File: src/hw/rtl/assert_macros.svh
// Assertion macros shared by the URI encoder modules.
// Depends on nothing; each asserting file includes it by name.
`ifndef ASSERT_MACROS_SVH
`define ASSERT_MACROS_SVH

// Same-cycle implication, sampled on the rising clock edge, off during reset.
`define ASSERT_IMP(lbl, clk, rst_n, ante, cons) \
	lbl: assert property (@(posedge clk) disable iff (!rst_n) (ante) |-> (cons)) \
		else $error("assertion failed");

// Next-cycle implication, sampled on the rising clock edge, off during reset.
`define ASSERT_NXT(lbl, clk, rst_n, ante, cons) \
	lbl: assert property (@(posedge clk) disable iff (!rst_n) (ante) |=> (cons)) \
		else $error("assertion failed");

`endif

File: src/hw/rtl/uri_enc_pkg.sv
// Types, constants and character-class functions for the URI percent encoder.
// Depends on nothing; imported by every module of the block.
package uri_enc_pkg;

	typedef enum logic [1:0] {
		JOB_CHAR,
		JOB_ERROR,
		JOB_ESCAPE
	} job_kind_t;

	// One unit of work handed from the front end to the back end.
	typedef struct packed {
		job_kind_t        kind;
		logic [6:0]       ch;
		logic [3:0][7:0]  octets;
		logic [1:0]       oct_last;
		logic             str_end;
	} job_t;

	localparam logic [6:0] CHAR_PERCENT = 7'h25;
	localparam logic [6:0] CHAR_NUL     = 7'h00;

	function automatic logic is_unreserved(input logic [15:0] u);
		return u inside {[16'h0041:16'h005A], [16'h0061:16'h007A], [16'h0030:16'h0039],
			16'h002D, 16'h005F, 16'h002E, 16'h0021, 16'h007E, 16'h002A,
			16'h0027, 16'h0028, 16'h0029};
	endfunction

	function automatic logic is_reserved_or_hash(input logic [15:0] u);
		return u inside {16'h003B, 16'h002F, 16'h003F, 16'h003A, 16'h0040, 16'h0026,
			16'h003D, 16'h002B, 16'h0024, 16'h002C, 16'h0023};
	endfunction

	// Upper-case ASCII hex digit for one nibble.
	function automatic logic [6:0] hex_char(input logic [3:0] n);
		return (n < 4'd10) ? (7'h30 + {3'b000, n}) : (7'h37 + {3'b000, n});
	endfunction

endpackage

File: src/hw/rtl/uri_percent_encoder_top.sv
// URI percent encoder: top level, joining front end, job queue and back end.
// Depends on uri_enc_pkg, uri_enc_front, uri_enc_jobq and uri_enc_back.
//
// Usage. The input side is a queue: drive code_unit and string_end with push
// high; the unit is transferred on a rising edge where push is high and full is
// low. Set string_end on the last unit of each string. The result side is also
// a queue: while empty is low, out_char, run_last, string_done and malformed
// hold the oldest character, and a transfer happens on an edge where pop is
// high. run_last marks the final character of one input unit's output, and
// string_done marks the final character of a string's output or an error.
// A lone surrogate gives one error result (malformed high, out_char zero), and
// the units after it up to the end of the string give nothing.
// Timing. The front end classifies a unit in the cycle it is transferred and
// stores a job in a two-entry queue. The back end emits one character per
// cycle into the result register while it is empty or being popped; a unit
// passes the job queue and then the result register. A plain character gives
// one output character, an escaped octet three, and a scalar up to twelve; the
// back end's output sets the rate, and the queue takes units while it works. When
// the receiver stops popping, the result register holds, the job queue fills, and
// full rises; nothing is lost. Reset clears the control state and sets mode to 1.
module uri_percent_encoder_top import uri_enc_pkg::*; (
	input  logic        clk,
	input  logic        arst_n,
	input  logic        cfg_we,
	input  logic        cfg_wdata,
	input  logic        push,
	output logic        full,
	input  logic [15:0] code_unit,
	input  logic        string_end,
	output logic        empty,
	input  logic        pop,
	output logic [6:0]  out_char,
	output logic        run_last,
	output logic        string_done,
	output logic        malformed
);

	logic component_mode_q;
	logic accept;
	logic job_push;
	logic job_pop;
	logic job_valid;
	job_t front_job;
	job_t head_job;

	// The user must write the mode register only while the block is idle; the block does not enforce it.
	always_ff @(posedge clk or negedge arst_n) begin
		if (!arst_n) begin
			component_mode_q <= 1'b1;
		end else if (cfg_we) begin
			component_mode_q <= cfg_wdata;
		end
	end

	assign accept = push && !full;

	uri_enc_front u_front (
		.clk            (clk),
		.arst_n         (arst_n),
		.component_mode (component_mode_q),
		.accept         (accept),
		.code_unit      (code_unit),
		.string_end     (string_end),
		.job_push       (job_push),
		.job            (front_job)
	);

	uri_enc_jobq u_jobq (
		.clk        (clk),
		.arst_n     (arst_n),
		.push       (job_push),
		.push_data  (front_job),
		.full       (full),
		.pop        (job_pop),
		.head_valid (job_valid),
		.head_data  (head_job)
	);

	uri_enc_back u_back (
		.clk         (clk),
		.arst_n      (arst_n),
		.job_valid   (job_valid),
		.job         (head_job),
		.job_pop     (job_pop),
		.pop         (pop),
		.empty       (empty),
		.out_char    (out_char),
		.run_last    (run_last),
		.string_done (string_done),
		.malformed   (malformed)
	);

endmodule

File: src/hw/rtl/uri_enc_front.sv
// Front end of the URI encoder: classifies each code unit, pairs surrogates
// and builds the job for the back end. Depends on uri_enc_pkg.
`include "assert_macros.svh"

module uri_enc_front import uri_enc_pkg::*; (
	input  logic        clk,
	input  logic        arst_n,
	input  logic        component_mode,
	input  logic        accept,
	input  logic [15:0] code_unit,
	input  logic        string_end,
	output logic        job_push,
	output job_t        job
);

	logic [9:0]  held_high_q;
	logic        held_valid_q;
	logic        dropping_q;

	logic        is_high;
	logic        is_low;
	logic        pass;
	logic        err;
	logic        hold;
	logic [20:0] cp;

	assign is_high = (code_unit[15:10] == 6'b110110);
	assign is_low  = (code_unit[15:10] == 6'b110111);
	assign pass    = is_unreserved(code_unit) ||
		(!component_mode && is_reserved_or_hash(code_unit));
	assign cp      = {1'b0, held_high_q, code_unit[9:0]} + 21'h010000;

	always_comb begin
		job          = '0;
		job.kind     = JOB_ESCAPE;
		job.str_end  = string_end;
		err          = 1'b0;
		hold         = 1'b0;
		job_push     = 1'b0;
		if (dropping_q) begin
			job_push = 1'b0;
		end else if (held_valid_q) begin
			if (!is_low) begin
				err = 1'b1;
			end else begin
				job.octets[0] = {5'b11110, cp[20:18]};
				job.octets[1] = {2'b10, cp[17:12]};
				job.octets[2] = {2'b10, cp[11:6]};
				job.octets[3] = {2'b10, cp[5:0]};
				job.oct_last  = 2'd3;
			end
			job_push = accept;
		end else if (pass) begin
			job.kind = JOB_CHAR;
			job.ch   = code_unit[6:0];
			job_push = accept;
		end else if (is_low || (is_high && string_end)) begin
			err      = 1'b1;
			job_push = accept;
		end else if (is_high) begin
			hold = 1'b1;
		end else begin
			if (code_unit[15:7] == 9'd0) begin
				job.octets[0] = code_unit[7:0];
				job.oct_last  = 2'd0;
			end else if (code_unit[15:11] == 5'd0) begin
				job.octets[0] = {3'b110, code_unit[10:6]};
				job.octets[1] = {2'b10, code_unit[5:0]};
				job.oct_last  = 2'd1;
			end else begin
				job.octets[0] = {4'b1110, code_unit[15:12]};
				job.octets[1] = {2'b10, code_unit[11:6]};
				job.octets[2] = {2'b10, code_unit[5:0]};
				job.oct_last  = 2'd2;
			end
			job_push = accept;
		end
		if (err) begin
			job.kind = JOB_ERROR;
		end
	end

	always_ff @(posedge clk or negedge arst_n) begin
		if (!arst_n) begin
			held_high_q  <= '0;
			held_valid_q <= 1'b0;
			dropping_q   <= 1'b0;
		end else if (accept) begin
			if (dropping_q) begin
				if (string_end) begin
					dropping_q <= 1'b0;
				end
			end else if (err) begin
				held_valid_q <= 1'b0;
				held_high_q  <= '0;
				dropping_q   <= !string_end;
			end else if (hold) begin
				held_valid_q <= 1'b1;
				held_high_q  <= code_unit[9:0];
			end else if (held_valid_q) begin
				held_valid_q <= 1'b0;
				held_high_q  <= '0;
			end
		end
	end

	// A pending high surrogate and the discard state never coexist.
	`ASSERT_IMP(a_held_not_dropping, clk, arst_n, held_valid_q, !dropping_q)
	// A pending high surrogate always becomes a job or clears on the next unit.
	`ASSERT_NXT(a_held_resolves, clk, arst_n, accept && held_valid_q, !held_valid_q)
	// A job only leaves the front end with an accepted unit.
	`ASSERT_IMP(a_push_needs_accept, clk, arst_n, job_push, accept)

endmodule

File: src/hw/rtl/uri_enc_jobq.sv
// Two-entry job queue between the front end and the back end.
// Depends on uri_enc_pkg for the job type.
`include "assert_macros.svh"

module uri_enc_jobq import uri_enc_pkg::*; (
	input  logic clk,
	input  logic arst_n,
	input  logic push,
	input  job_t push_data,
	output logic full,
	input  logic pop,
	output logic head_valid,
	output job_t head_data
);

	job_t ent0_q;
	job_t ent1_q;
	logic v0_q;
	logic v1_q;

	assign full       = v0_q && v1_q;
	assign head_valid = v0_q;
	assign head_data  = ent0_q;

	always_ff @(posedge clk or negedge arst_n) begin
		if (!arst_n) begin
			v0_q <= 1'b0;
			v1_q <= 1'b0;
		end else begin
			if (pop && push) begin
				if (v1_q) begin
					ent0_q <= ent1_q;
					ent1_q <= push_data;
				end else begin
					ent0_q <= push_data;
				end
			end else if (pop) begin
				ent0_q <= ent1_q;
				v0_q   <= v1_q;
				v1_q   <= 1'b0;
			end else if (push) begin
				if (!v0_q) begin
					ent0_q <= push_data;
					v0_q   <= 1'b1;
				end else begin
					ent1_q <= push_data;
					v1_q   <= 1'b1;
				end
			end
		end
	end

	`ASSERT_IMP(a_no_push_full, clk, arst_n, push, !full || pop)
	`ASSERT_IMP(a_no_pop_empty, clk, arst_n, pop, v0_q)
	`ASSERT_IMP(a_fill_order, clk, arst_n, v1_q, v0_q)

endmodule

File: src/hw/rtl/uri_enc_back.sv
// Back end of the URI encoder: expands each job into output characters,
// one per cycle into the result register when free. Depends on uri_enc_pkg.
`include "assert_macros.svh"

module uri_enc_back import uri_enc_pkg::*; (
	input  logic       clk,
	input  logic       arst_n,
	input  logic       job_valid,
	input  job_t       job,
	output logic       job_pop,
	input  logic       pop,
	output logic       empty,
	output logic [6:0] out_char,
	output logic       run_last,
	output logic       string_done,
	output logic       malformed
);

	logic [1:0] oct_idx_q;
	logic [1:0] dig_q;
	logic       out_valid_q;
	logic [6:0] out_char_q;
	logic       run_last_q;
	logic       string_done_q;
	logic       malformed_q;

	logic       adv;
	logic       load;
	logic       last;
	logic [7:0] octet;
	logic [6:0] ch;

	assign adv   = !out_valid_q || pop;
	assign load  = adv && job_valid;
	assign octet = job.octets[oct_idx_q];

	always_comb begin
		ch   = CHAR_NUL;
		last = 1'b1;
		case (job.kind)
			JOB_CHAR: ch = job.ch;
			JOB_ERROR: ch = CHAR_NUL;
			JOB_ESCAPE: begin
				case (dig_q)
					2'd0: ch = CHAR_PERCENT;
					2'd1: ch = hex_char(octet[7:4]);
					default: ch = hex_char(octet[3:0]);
				endcase
				last = (dig_q == 2'd2) && (oct_idx_q == job.oct_last);
			end
			default: ch = CHAR_NUL;
		endcase
	end

	assign job_pop = load && last;

	always_ff @(posedge clk or negedge arst_n) begin
		if (!arst_n) begin
			oct_idx_q   <= '0;
			dig_q       <= '0;
			out_valid_q <= 1'b0;
		end else begin
			if (load) begin
				out_valid_q   <= 1'b1;
				out_char_q    <= ch;
				run_last_q    <= last;
				string_done_q <= last && (job.str_end || (job.kind == JOB_ERROR));
				malformed_q   <= (job.kind == JOB_ERROR);
				if (last) begin
					oct_idx_q <= '0;
					dig_q     <= '0;
				end else if (dig_q == 2'd2) begin
					oct_idx_q <= oct_idx_q + 2'd1;
					dig_q     <= '0;
				end else begin
					dig_q <= dig_q + 2'd1;
				end
			end else if (pop) begin
				out_valid_q <= 1'b0;
			end
		end
	end

	assign empty       = !out_valid_q;
	assign out_char    = out_char_q;
	assign run_last    = run_last_q;
	assign string_done = string_done_q;
	assign malformed   = malformed_q;

	`ASSERT_IMP(a_digit_range, clk, arst_n, 1'b1, dig_q != 2'd3)
	`ASSERT_IMP(a_error_shape, clk, arst_n, out_valid_q && malformed_q,
		run_last_q && string_done_q && (out_char_q == CHAR_NUL))
	`ASSERT_IMP(a_pop_needs_job, clk, arst_n, job_pop, job_valid)

endmodule
File: config.mk
export PLATFORM = sky130hd
export DESIGN_NAME = uri_percent_encoder_top
export DESIGN_NICKNAME = d
export VERILOG_FILES = /design/src/hw/rtl/uri_enc_pkg.sv /design/src/hw/rtl/uri_percent_encoder_top.sv /design/src/hw/rtl/uri_enc_front.sv /design/src/hw/rtl/uri_enc_jobq.sv /design/src/hw/rtl/uri_enc_back.sv
export VERILOG_INCLUDE_DIRS = /design/src /design/src/hw/rtl
export SDC_FILE = /design/constraint.sdc
export NUM_CORES = 1
export LEC_CHECK = 0
export ABC_AREA = 1
export BUFFER_PORTS_ARGS = -buffer_cell sky130_fd_sc_hd__buf_2
export CAP_MARGIN = 30
export CORE_UTILIZATION = 55
export CTS_CLUSTER_DIAMETER = 40
export DETAILED_ROUTE_END_ITERATION = 10
export HOLD_SLACK_MARGIN = 0.02
export PLACE_DENSITY = 0.78
export SLEW_MARGIN = 0
export SYNTH_ARGS = -nofsm -noshare
export SYNTH_HDL_FRONTEND = slang
export SYNTH_HIERARCHICAL = 1
export SYNTH_SLANG_ARGS = --single-unit
File: constraint.sdc
create_clock -name clk -period 5.5 [get_ports clk]
set_input_delay 1.1 -clock clk [delete_from_list [all_inputs] [get_ports clk]]
set_output_delay 1.1 -clock clk [all_outputs]
set_load 0.05 [all_outputs]
==> impl_results.md, run 1 <==
- Outcome: finished, final reports clean
- CP delay by family, top: buffers and inverters
- Final hold vios: 0
- Number of fillers in the final layout: 1177
- NumNets Final: 1092
- Root buf cell: clkbuf_16
- Yosys warning total: 6
- Crit Path Class: flop to flop
- Final setup vio count: 0
- DR WL/cell: 15.08 um
- WL final: 18850 um
- GRT Util Overall: 26.90%
- Worst Tran Pin Value: 843.9 ps
- Met1 Routed Length: 7864 um
- Placed instance count: 1218
- Crit start category: flop
- RePlAce Congestion: 0.9319
- Post-route DRC violation count: 0
- First-pass GRT wire length: 30020 um
- Die H: 120.4 um
- Clock tree buffer depth: 2
- Power Dens Cells: 505.4 mW/mm^2
- Most frequent cells in the layout: nand2_1 (365), inv_1 (148), nand3_1 (139)
- Post-DP HPWL: 12740 um
- Yosys reg bits: 118
- Most frequent CP cell: nand2_1
- Routed met2 length: 8905 um
- Total CTS buffers: 17
- Distinct cell type count after synthesis: 40
- Peak Freq: 254.4 MHz
- Lkg Pwr: 4.049 nW
- Syn Inst Count: 1044
- Slowest-stage cell, CP: dfrtp_1
- Layout cell share with drive strength beyond 1: 12.94%
- Synth Cell Area: 0.007710 mm^2
- Layout Area Growth over Synthesis: 9.315%
- Min Hold Slack: 473.9 ps
- Worst EP required: 5550 ps
- RSZ-0062 raised after global routing: false
- CTS tree: done
- Metal3 WL: 1468 um
- Starting Density: 57.31%
- Tmin final: 3930 ps
- Critical path arrival: 3980 ps
- Fin Clk Skew: 8.466 ps
- Post-cts hold buffer count: 0
- Die outline width: 120.4 um
- Drt pass-1 iters: 6
- Crit Path Max Fanout: 45
- Via-to-Cell Ratio: 5.505
- Die area: 0.01450 mm^2
- Vias: 6881
- CTS resizes: 0
- Register area share after synthesis: 44.68%
- Highest metal used: met4
- Clock-pin slew of the registers on the worst-case setup and hold paths: 60 ps
- Tcrit/Tclk final: 71.46%
- Placed inst area: 0.007884 mm^2
- Number of clock sinks: 118
- Htree depth: 4
- Vias in the first global route: 6176
- Largest net degree at the start of global routing: 49
- Commonest non-fill, non-tap cell in the layout: nand2_1
- I/O Pins: 35
- Core Area: 0.01345 mm^2
- TNS Setup: 0 ps
- Synthesized area per cell: 7.385 um^2
- Post-synth top area share: 38.17%
- CP Cell Sequence: inv_2 > nand2_1 > nand2_1 > nor3_1 > nand2_1 > nand2_2 > inv_2 > nor2_4 > ha_1 > buf_4 > inv_2 > nand2_1 > nand3_1 > nor2_4 > buf_4
- Post-CTS Setup Inserts: 0
- Peak VDD IR: 0.0002293 V
- DRT iter0 DRCs: 853
- IO Port Bufs: 34
- Slew margin rel.: 43.66%
- Leading area contributor after synthesis: edfxtp_1
- Fin area: 0.008428 mm^2
- Worst min-delay path class: flop to flop
- Routed Antenna Nets: 0
- Max_cap viols: 0
- WP buf/inv: 5
- Remaining Overflow, GRT: 0
- Crit path capture type: flop
- Layout Utilization: 62.65%
- Final std cells w/o fill: 1250
- Number of diodes: 0
- Clock latency on the worst-skew pair: 420 ps
- Row count: 42
- Fin. max-slew vios: 0
- Area contributors post-synth: edfxtp_1 (38%), nand2_1 (18%), nand3_1 (9.0%), inv_1 (7.2%), dfrtp_1 (6.2%)
- Max stage delay on crit path: 790 ps
- Initial antenna violation count: 0
## metal layers
layer	vias up	GRT usage (%)
met5	-	0
met4	0	13.50
met3	46	6.415
met2	313	43.00
met1	3148	34.13
li1	3374	-
## power by group
group	total, mW	internal [mW]	switching, mW	leakage [nW]
Clock	1.02	0.584	0.435	0.265
Sequential	1.43	1.33	0.0936	1.17
Combinational	1.81	0.496	1.32	2.61
Total	4.26	2.41	1.85	4.05
## registers in the layout, summed over array words and instances, names as in the netlist, 2 cells and up
register	count
u_back/out_char	7
u_jobq/head_data	44
u_back/dig_q	2
u_jobq/ent1_q	44
u_front/held_high_q	10
u_back/oct_idx_q	2
## worst register-to-register path, stage by stage (launching register included)
cell and delay [ps]:
dfrtp_1 790, inv_2 310, nand2_1 120, nand2_1 50, nor3_1 130, nand2_1 90
nand2_2 90, inv_2 80, nor2_4 310, ha_1 230, buf_4 440, inv_2 90
nand2_1 80, nand3_1 110, nor2_4 140, buf_4 480
## area by class of cell
class	count	area (um^2)	area share (%)
clock buffer	17	425.4	5.048
timing repair buffer	41	222.7	2.643
inverter	164	615.6	7.304
clock inverter	15	118.9	1.410
sequential	118	3445	40.87
multi-input combinational	719	3381	40.11
tap	176	220.2	2.613
## kinds of logic after synthesis
kind of cell | Yosys count | share of synthesized area (%)
compound gates | 76 | 6.053
fa+ha+maj | 8 | 1.298
other cells | 1 | 0.04864
buf+inv | 209 | 11.91
flops | 118 | 44.68
simple gates | 629 | 35.67
xor+xnor | 3 | 0.3409
## Yosys cell counts (all sizes together)
cell type / number
o21a: 2
edfxtp: 98
conb: 1
o21ai: 31
dfrtp: 19
o221ai: 2
nor2: 81
a31o: 1
nand3: 147
o32ai: 6
dfstp: 1
inv: 164
buf: 41
a31oi: 1
nor3: 6
or2: 1
nor4: 1
nand2: 385
a21oi: 18
clkbuf: 4
xor2: 3
nand4: 8
ha: 8
o22ai: 14
o211ai: 1
## through the flow
stage / total power, mW / setup WS [ps]
3_5_place_dp: 3.217 / 1446
5_1_grt: 4.530 / 1298
4_1_cts: 4.248 / 1634
6_report: 4.260 / 1570
3_3_place_gp: 3.172 / 1514
2_1_floorplan: 2.835 / 564.4
## path summary, 6_finish.rpt
path / startpoint / to / slack (ps) / cells past startpoint
min in group asynchronous: arst_n / u_front/held_high_q[9]$_DFFE_PN0P_ / 680 / 1
max: u_back/oct_idx_q[0]$_DFFE_PN0P_ / u_jobq/ent1_q[7]$_DFFE_PP_ / 1570 / 15
max in group asynchronous: arst_n / u_front/held_high_q[1]$_DFFE_PN0P_ / 4410 / 1
min reg2reg: component_mode_q$_DFFE_PN1P_ / component_mode_q$_DFFE_PN1P_ / 470 / 2
max reg2reg: u_back/oct_idx_q[0]$_DFFE_PN0P_ / u_jobq/ent1_q[7]$_DFFE_PP_ / 1570 / 15
min: component_mode_q$_DFFE_PN1P_ / component_mode_q$_DFFE_PN1P_ / 470 / 2
No activity file was read; power rests on OpenSTA's default activity.
==> inputs of run 2 (changes only) <==
==> constraint.sdc (replaced) <==
create_clock -name clk -period 3.67 [get_ports clk]
set_input_delay 0.734 -clock clk [delete_from_list [all_inputs] [get_ports clk]]
set_output_delay 0.734 -clock clk [all_outputs]
set_load 0.05 [all_outputs]
==> run 2 against run 1 <==
Compared with the run above: fmax up 30%; total power up 52%; highest routed layer unchanged; critical path type unchanged; cell count up 0.24%; critical path depth down 3; largest power group unchanged; hold slack worse by 150 ps.
==> impl_results.md, run 2 (synthesized netlist as in run 1, its figures left out) <==
- Die area: 0.01450 mm^2
- Tot Pwr: 6.458 mW
- Slowest-stage cell, CP: dfrtp_1
- Tmin final: 3013 ps
- Die outline width: 120.4 um
- Root buf cell: clkbuf_16
- Beginning of the critical path: u_back/oct_idx_q[0]$_DFFE_PN0P_
- Htree depth: 4
- Starting Density: 57.31%
- Crit start category: flop
- Crit path capture type: flop
- GRT Util Overall: 27.73%
- Post-CTS Setup Inserts: 0
- Layout cell share with drive strength beyond 1: 13.00%
- Final setup vio count: 0
- Crit Path Class: flop to flop
- Row count: 42
- Post-DP HPWL: 12960 um
- Most frequent CP cell: nand2_1
- Reg-to-Reg End: u_jobq/head_data[28]$_DFFE_PP_
- Critical path arrival: 3110 ps
- Remaining Overflow, GRT: 0
- Worst min-delay path class: input pin to asynchronous set/reset pin
- DP Worst Slack: 600.0 ps
- Layout Area Growth over Synthesis: 10.05%
- IO Port Bufs: 34
- WL final: 19050 um
- Initial antenna violation count: 0
- I/O Pins: 35
- Clock-pin slew of the registers on the worst-case setup and hold paths: 60 ps
- Number of clock sinks: 118
- Vias in the first global route: 6261
- Max stage delay on crit path: 800 ps
- Placed instance count: 1221
- Post-route DRC violation count: 0
- Routed Antenna Nets: 0
- Worst EP required: 3770 ps
- Worst Slack Setup Final: 657.0 ps
- RePlAce Congestion: 0.9844
- Max_cap viols: 0
- Slew margin rel.: 43.92%
- Core Area: 0.01345 mm^2
- Clock latency on the worst-skew pair: 410 ps
- RSZ-0062 raised after global routing: false
- CTS resizes: 0
- Outcome: finished, final reports clean
- Fin Clk Skew: 9.639 ps
- First-pass GRT wire length: 31220 um
- Clock tree buffer depth: 2
- Most frequent cells in the layout: nand2_1 (365), inv_1 (148), nand3_1 (139)
- Tcrit/Tclk final: 82.10%
- Largest net degree at the start of global routing: 49
- Die H: 120.4 um
- DRT iter0 DRCs: 849
- Commonest non-fill, non-tap cell in the layout: nand2_1
- Peak VDD IR: 0.0003961 V
- TNS Setup: 0 ps
- CP endpoint: u_jobq/head_data[28]$_DFFE_PP_
- NumNets Final: 1095
- Vias: 6847
- Number of diodes: 0
- CTS tree: done
- DR WL/cell: 15.21 um
- CP Cell Sequence: inv_2 > nand2_1 > nand2_1 > nor3_1 > nand2_1 > nand2_2 > inv_2 > nor2_4 > buf_4 > nor2_1 > a21oi_4 > buf_12
- Final std cells w/o fill: 1253
- Min Hold Slack: 325.7 ps
- Total CTS buffers: 17
- Fin. max-slew vios: 0
- Post-cts hold buffer count: 0
- Reg2Reg Setup Slack: 660 ps
- Drt pass-1 iters: 5
- R2R Path Start: u_back/oct_idx_q[0]$_DFFE_PN0P_
- Via-to-Cell Ratio: 5.464
- Worst Tran Pin Value: 840.0 ps
- Lkg Pwr: 4.059 nW
- Power Dens Cells: 761.2 mW/mm^2
- Reg2Reg Depth: 12
- Crit Path Max Fanout: 45
- Peak Freq: 331.9 MHz
- Final hold vios: 0
## run 2: changes by cell type in the layout (fill, tap and decap cells not counted), sizes merged
cell / previous run / this run
buf: 41 / 44
clkinvlp: 2 / 5
clkinv: 6 / 4
bufinv: 0 / 1
inv: 171 / 169
## run 2: report_power, final
| part | switching, mW | internal (mW) | total, mW |
|---|---|---|---|
| combinational | 2.01 | 0.771 | 2.78 |
| clock | 0.621 | 0.930 | 1.55 |
| sequential | 0.135 | 2.00 | 2.13 |
| total | 2.76 | 3.70 | 6.46 |
## run 2: worst min path at each step
| stage | startpoint | endpoint | slack [ps] | depth (start not counted) |
|---|---|---|---|---|
| after floorplan | arst_n | u_back/dig_q[0]$_DFFE_PN0P_ | 440 | 0 |
| after global placement | component_mode_q$_DFFE_PN1P_ | component_mode_q$_DFFE_PN1P_ | 450 | 2 |
| after detailed placement | component_mode_q$_DFFE_PN1P_ | component_mode_q$_DFFE_PN1P_ | 450 | 2 |
| after CTS | arst_n | u_front/held_high_q[6]$_DFFE_PN0P_ | 320 | 1 |
| after global routing | arst_n | u_front/held_high_q[6]$_DFFE_PN0P_ | 350 | 1 |
| final | arst_n | u_front/held_high_q[7]$_DFFE_PN0P_ | 330 | 1 |
## run 2: final cells by class
type	count	area [um^2]
clock inverters	15	127.6
multi-input cells	719	3381
inverters	164	615.6
fillers	1200	4969
clock buffers	17	425.4
repair buffers	44	270.3
flip-flops and latches	118	3445
well taps	176	220.2
## run 2: worst max-delay path: cells and delay by family (launching register included)
family	cells	cell delay, ps
flip-flops	1	800
buffers and inverters	4	890
AND/OR/NAND/NOR	7	810
AO/OA/AOI/OAI	1	180
## run 2: routing by layer
| metal | GRT usage, % | vias to the layer above | routed length (um) |
|---|---|---|---|
| met2 | 42.82 | 326 | 8981 |
| li1 | - | 3379 | - |
| met1 | 36.95 | 3096 | 7922 |
| met4 | 12.04 | 0 | 530 |
| met3 | 7.028 | 46 | 1620 |
| met5 | 0 | - | 0 |
## run 2: per-stage QoR
step	util, %	instance area, um^2
2_1_floorplan	-	7729
3_3_place_gp	58.96	7931
3_5_place_dp	58.96	7931
4_1_cts	63.07	8484
5_1_grt	63.07	8484
6_report	63.07	8484
